<file path="src/parallel_beam_geometry_gen_core_defines.svh">
// assertion helpers shared by the geometry generator
`ifndef PARALLEL_BEAM_GEOMETRY_GEN_CORE_DEFINES_SVH
`define PARALLEL_BEAM_GEOMETRY_GEN_CORE_DEFINES_SVH

// same-cycle implication
`define PBG_ASSERT_SAME(lbl, clk, rstn, ante, cons, msg) \
  lbl: assert property (@(posedge clk) disable iff (!rstn) (ante) |-> (cons)) \
    else $error(msg);

// next-cycle implication
`define PBG_ASSERT_NEXT(lbl, clk, rstn, ante, cons, msg) \
  lbl: assert property (@(posedge clk) disable iff (!rstn) (ante) |=> (cons)) \
    else $error(msg);

`endif

</file>
<file path="src/pbg_pkg.sv">
`timescale 1ns / 1ps
package pbg_pkg;

  localparam int ANGLE_W    = 16;
  localparam int OFFSET_W   = 24;
  localparam int OFF_FRAC   = 12;
  localparam int COUNT_W    = 13;
  localparam int SIZE_W     = 24;
  localparam int HALF_W     = 37;
  localparam int HALF_LO_W  = 18;
  localparam int RAY_W      = 18;
  localparam int START_W    = 37;
  localparam int STEP_W     = 26;
  localparam int UX_W       = 28;
  localparam int SUM_W      = 40;
  localparam int CFG_IDX_W  = 8;
  localparam int CFG_DATA_W = 24;
  localparam int WORK_W     = 32;
  localparam int WORK_FRAC  = 30;

  localparam int RAY_MAX  = 65536;
  localparam int STEP_MAX = 16777216;

  localparam logic signed [SUM_W-1:0] START_HI =
    {{(SUM_W-START_W+1){1'b0}}, {(START_W-1){1'b1}}};
  localparam logic signed [SUM_W-1:0] START_LO = ~START_HI;

  localparam logic signed [WORK_W-1:0] GAIN_INV = 32'sd652032874;

  localparam logic [COUNT_W-1:0] DET_COUNT_RST = 13'd512;
  localparam logic [SIZE_W-1:0]  DET_SIZE_RST  = 24'd65536;
  localparam logic [HALF_W-1:0]  HALF_RST      =
    HALF_W'(DET_COUNT_RST) * HALF_W'(DET_SIZE_RST);

  typedef enum logic [CFG_IDX_W-1:0] {
    REG_DET_COUNT = 8'd0,
    REG_DET_SIZE  = 8'd1
  } cfg_reg_e;

  typedef enum logic [1:0] {
    QUAD_0 = 2'd0,
    QUAD_1 = 2'd1,
    QUAD_2 = 2'd2,
    QUAD_3 = 2'd3
  } quad_e;

  typedef struct packed {
    logic signed [WORK_W-1:0]   x;
    logic signed [WORK_W-1:0]   y;
    logic signed [WORK_W-1:0]   z;
    quad_e                      quad;
    logic signed [OFFSET_W-1:0] det_offset;
    logic                       last;
  } cordic_t;

  // atan(2^-i) in units of 2^-32 turn
  function automatic logic signed [WORK_W-1:0] atan_turn(input int unsigned idx);
    logic signed [WORK_W-1:0] v;
    case (idx)
      0:       v = 32'sd536870912;
      1:       v = 32'sd316933406;
      2:       v = 32'sd167458907;
      3:       v = 32'sd85004756;
      4:       v = 32'sd42667331;
      5:       v = 32'sd21354465;
      6:       v = 32'sd10679838;
      7:       v = 32'sd5340245;
      8:       v = 32'sd2670163;
      9:       v = 32'sd1335087;
      10:      v = 32'sd667544;
      11:      v = 32'sd333772;
      12:      v = 32'sd166886;
      13:      v = 32'sd83443;
      14:      v = 32'sd41722;
      15:      v = 32'sd20861;
      16:      v = 32'sd10430;
      17:      v = 32'sd5215;
      18:      v = 32'sd2608;
      19:      v = 32'sd1304;
      20:      v = 32'sd652;
      21:      v = 32'sd326;
      22:      v = 32'sd163;
      23:      v = 32'sd81;
      default: v = '0;
    endcase
    return v;
  endfunction

endpackage

</file>
<file path="src/pbg_cordic_cell.sv">
`timescale 1ns / 1ps
module pbg_cordic_cell #(
  parameter int unsigned IDX = 0
) (
  input  logic             clk_i,
  input  logic             rst_ni,
  input  logic             en_i,
  input  logic             valid_i,
  input  pbg_pkg::cordic_t data_i,
  output logic             valid_o,
  output pbg_pkg::cordic_t data_o
);

  localparam logic signed [pbg_pkg::WORK_W-1:0] ATAN = pbg_pkg::atan_turn(IDX);

  logic                              valid_q;
  pbg_pkg::cordic_t                  data_d;
  pbg_pkg::cordic_t                  data_q;
  logic signed [pbg_pkg::WORK_W-1:0] dx;
  logic signed [pbg_pkg::WORK_W-1:0] dy;

  always_comb begin
    dx     = data_i.y >>> IDX;
    dy     = data_i.x >>> IDX;
    data_d = data_i;
    // rotate toward zero residual angle
    if (!data_i.z[pbg_pkg::WORK_W-1]) begin
      data_d.x = data_i.x - dx;
      data_d.y = data_i.y + dy;
      data_d.z = data_i.z - ATAN;
    end else begin
      data_d.x = data_i.x + dx;
      data_d.y = data_i.y - dy;
      data_d.z = data_i.z + ATAN;
    end
  end

  always_ff @(posedge clk_i or negedge rst_ni) begin
    if (!rst_ni) begin
      valid_q <= 1'b0;
    end else if (en_i) begin
      valid_q <= valid_i;
    end
  end

  always_ff @(posedge clk_i) begin
    if (en_i) begin
      data_q <= data_d;
    end
  end

  assign valid_o = valid_q;
  assign data_o  = data_q;

endmodule

</file>
<file path="config.mk">
export PLATFORM = sky130hd
export DESIGN_NAME = pbg_cordic_cell
export DESIGN_NICKNAME = d
export VERILOG_FILES = /design/src/parallel_beam_geometry_gen_core_defines.svh /design/src/pbg_pkg.sv /design/src/pbg_cordic_cell.sv
export SDC_FILE = /design/constraint.sdc
export NUM_CORES = 1
export LEC_CHECK = 0
export ABC_AREA = 1
export BUFFER_PORTS_ARGS = -buffer_cell sky130_fd_sc_hd__clkbuf_2
export CAP_MARGIN = 20
export CELL_PAD_IN_SITES_DETAIL_PLACEMENT = 1
export CELL_PAD_IN_SITES_GLOBAL_PLACEMENT = 1
export CORE_MARGIN = 10
export CORE_UTILIZATION = 30
export CTS_BUF_LIST = sky130_fd_sc_hd__clkbuf_2 sky130_fd_sc_hd__clkbuf_4 sky130_fd_sc_hd__clkbuf_8
export DETAILED_ROUTE_END_ITERATION = 8
export GPL_TIMING_DRIVEN = 0
export HOLD_SLACK_MARGIN = 0.08
export PLACE_DENSITY_LB_ADDON = 0.1
export SLEW_MARGIN = 20
export SYNTH_ARGS = -nofsm -noshare
export SYNTH_HDL_FRONTEND = slang
export SYNTH_SLANG_ARGS = --single-unit
</file>
<file path="constraint.sdc">
create_clock -name clk_i -period 0.8 [get_ports clk_i]
set_input_delay 0.08 -clock clk_i [delete_from_list [all_inputs] [get_ports clk_i]]
set_output_delay 0.08 -clock clk_i [all_outputs]
set_load 0.005 [all_outputs]
</file>
# Yosys cells after proc, flatten, opt, wreduce, memory -nomap -nowiden
# Index checks and enable logic that the tools add are counted.
# word_totals
ff_bits	124
in_bits	127
out_inout_bits	124
wordCells	13
# op_classes
n_addsub	5
muxes	1
# op_table
op	n
96-bit two-way mux	1
32-bit subtractor	2
32-bit by 31-bit adder with 32-bit output (second input constant)	1
32-bit adder	1
32-bit by 31-bit subtractor with 32-bit output (second input constant)	1

# Longest topological paths before layout
# logic_depth
word_depth	2
ltp_mapped	17
ltp_nobuf	16

# Worst setup path after synthesis
# OpenSTA, ideal clock, no wires.
# synth_path
path_kind	input port to flip-flop
from	input data_i[59] (netlist bit)
to	register data_q (netlist bit data_o[119]) (data pin)
setup_ns	0.254
arrival_time_ns	1.446
setup_slack_ns	-0.900
path_stages	11
n_path_buf	0
cell_sequence	ha_1 > fa_1 > nand2_1 > nand2_1 > and2_1 > nand2_1 > nand3_1 > nand2_1 > nand3_1 > nand3_1 > nand2_1
# synth_lines
item	line_no	source
start, declared	pbg_cordic_cell.sv:9	input pbg_pkg::cordic_t data_i,
end signal, assigned	pbg_cordic_cell.sv:48	data_q <= data_d;
end, declared	pbg_cordic_cell.sv:18	pbg_pkg::cordic_t data_q;

==> impl_metrics.yaml <==
status:
  outcome: "finished, violations left"
  violations: "negative hold slack, negative setup slack"
power:
  p_leak_uw: 0.00934
  power.density_nw_per_um2: 1430
  ir_worst_vdd_v: 0.00101
  p_total_uw: 27200
yosys:
  synth_warnings: 0
  yosysSeqAreaShare_pct: 32.8
  synth_nets: 1895
  synth_top_area_cell: "edfxtp_1"
  synth_edf_count: 122
  yosysTopAreaCellShare_pct: 32.6
  synthTopCellsByArea: "edfxtp_1 (33%), nand2_1 (20%), inv_1 (11%)"
  synthCells: 1670
  ys.flop_type: "edfxtp_1"
  avgSynthCellArea_um2: 6.74
  netlist-cell-type-count: 38
  syn_area_um2: 11300
  ys_seq_elements: 123
  ys_async_sr_fraction_pct: 0.813
cells_and_area:
  final_area_um2: 19000
  diodes: 0
  final_nets: 2325
  layoutNonFillerInstCount: 2581
  drive_gt1_share_pct: 49.3
  final_core_util_pct: 51.6
  syn_to_final_growth_pct: 68.8
sta:
  slew_violations: 0
  finClkSkew_ns: 0
  post-route-min-period_ns: 1.52
  hold_viol: 1
  holdWs_ns: -0.0336
  worst_slew_pin_slew_ns: 1.03
  timing.fmax_ghz: 0.660
  relSlewSlack_pct: 31.3
  setup_slack_ns: -0.715
  fin_crit_sh_pct: 189
  grt_setup_unrepaired: "yes"
  setup_violations: 187
route:
  first_pass_iters: 5
  ant_nets: 0
  vias: 12600
  routedWlPerCell_um: 20.8
  drtIter0Drc: 649
  drc: 0
  vias_per_cell: 4.87
  drt_wl_total_um: 53600
floorplanning:
  fp.dieArea_um2: 45700
  num_io_pins: 251
  initial_core_util_pct: 30.6
  rows: 70
  die_w_um: 214
  fp.coreArea_um2: 36800
  fp.dieH_um: 214
setup_path:
  r2r_start: "valid_o"
  r2r_slack_ns: 0.03
  crit_start: "data_i[64]"
  critical_path_class: "input port to flip-flop"
  reg2reg_depth: 1
  reg2reg_to: "valid_o"
  crit_end: "data_o[117]"
  critical_path_arrival_ns: 1.74
  critPathCaptureType: "flip-flop"
  startpoint_type: "input port"
  critPathMaxFanout: 8
  required_ns: 1.02
grt:
  overflow: 0
  grt_pass1_wl_um: 76900
  grt_pass1_vias: 13000
  grt_max_degree: 50
  antenna_found_initial: 0
  track_usage_pct: 22.2
clock_tree:
  htreeDepth: 4
  clk_pin_slew_ns: 0.08
  clock_latency_ns: 0.47
  cts_num_sinks: 123
  numCtsBuffers: 17
  cts_tree: "built"
  clk_path_buf_depth: 2
  cts-root-buf: "clkbuf_8"
placed_design:
  hpwl_um: 40100
  io_buffers: 249
  dpl_cell_area_um2: 14400
  gp_congestion: 0.887
  place_inst: 2388
hold_path:
  hp-class: "input port to flip-flop"
run:
  drv_cap: 0
-- critical path, stage by stage --
cell       delay (ns)
clkbuf_16        0.12
inv_12           0.03
ha_4             0.26
buf_12           0.14
inv_2            0.07
nand2_1          0.10
nand2_2          0.10
inv_1            0.13
nand2_4          0.09
nand2_4          0.08
nand2_4          0.08
nand2_2          0.09
nand4_1          0.13
nand3_1          0.11
nand2_1          0.11
-- state kept, by name, indices dropped and copies added, names as in the netlist --
| name | cells |
|---|---|
| valid_o | 1 |
| data_o | 122 |
-- power breakdown --
| group | internal (uW) | leakage, uW | switching [uW] |
|---|---|---|---|
| sequential | 7990 | 0.00120 | 215 |
| clock | 3480 | 0.000218 | 2950 |
| combinational | 5090 | 0.00791 | 7480 |
| total | 16600 | 0.00934 | 10600 |
-- through the flow --
step / setup WS, ns / setup TNS (ns)
after global routing: -0.772 / -76.60
after global placement: -2.21 / -330.56
after CTS: -0.637 / -67.00
final: -0.715 / -67.47
after detailed placement: -1.53 / -120.57
after floorplan: -0.762 / -39.97
-- Yosys cell counts, types with 3 or more instances --
library cell and n:
nor2_4 4, ha_1 94, xor2_1 25, nor3_1 6, buf_4 19, clkbuf_1 8, nand2_2 19, edfxtp_1 122
nand4_1 19, o21bai_1 10, buf_2 13, o22ai_1 4, nor2_1 100, o21ai_1 8, nand2_1 600, nor2_2 7
nand3_1 149, a21oi_1 69, inv_2 12, a31oi_1 4, o21a_1 6, nand3b_1 4, o21ai_0 29, fa_1 4
inv_1 316, clkinv_1 3
-- final cells by class --
class | count | area [um2]
fillers | 4408 | 17800
multi-input cells | 1174 | 9080
flip-flops and latches | 123 | 3690
repair buffers | 417 | 3260
inverters | 331 | 1450
well taps | 468 | 586
plain buffers | 36 | 492
clock buffers | 20 | 256
clock inverters | 12 | 173
-- metal layers --
layer,vias to the layer above,GRT usage (%),wire length (um)
met2,312,37.3,25800
met1,6137,29.0,24000
li1,6073,-,-
met3,55,3.40,2600
met4,0,5.79,1190
met5,-,0,0
-- kinds of logic after synthesis --
family                   Yosys count  share of synthesized area, %
XOR/XNOR                          25                          1.95
buffers and inverters            373                          13.2
AND/OR/NAND/NOR                  915                          34.2
multiplexers                       1                         0.100
adder cells (fa/ha/maj)           98                          11.2
AO/OA/AOI/OAI                    135                          6.58
flip-flops                       123                          32.8
-- cell usage in the layout (no fill, tap or decap), types with 62 or more instances in the layout --
cell type	count
edfxtp_1	122
inv_1	240
nor2_4	62
clkbuf_2	208
ha_1	63
nand2_1	364
buf_4	76
nand2_4	67
nand2_2	175
nand3_1	87
-- worst min-delay path by stage --
stage,startpoint,end,slack [ns],cells past startpoint
after global routing,data_i[57],data_o[57],-0.03,2
after CTS,data_i[57],data_o[57],-0.06,2
after global placement,rst_ni,valid_o,-0.14,1
after detailed placement,rst_ni,valid_o,-0.14,1
after floorplan,rst_ni,valid_o,-0.22,0
final,data_i[57],data_o[57],-0.03,2
-- what timing repair did --
| item | CTS | global route |
|---|---|---|
| endpoints found under the setup margin | 189 | 187 |
| hold buffers | 61 | 1 |
| gates resized for setup | 399 | 321 |
| setup buffers | 66 | 42 |
| hold endpoints to repair | 88 | 29 |
| pin swaps | 154 | 163 |
| cloned | 2 | 1 |
Note: power is estimated with default switching activity, not from simulation.
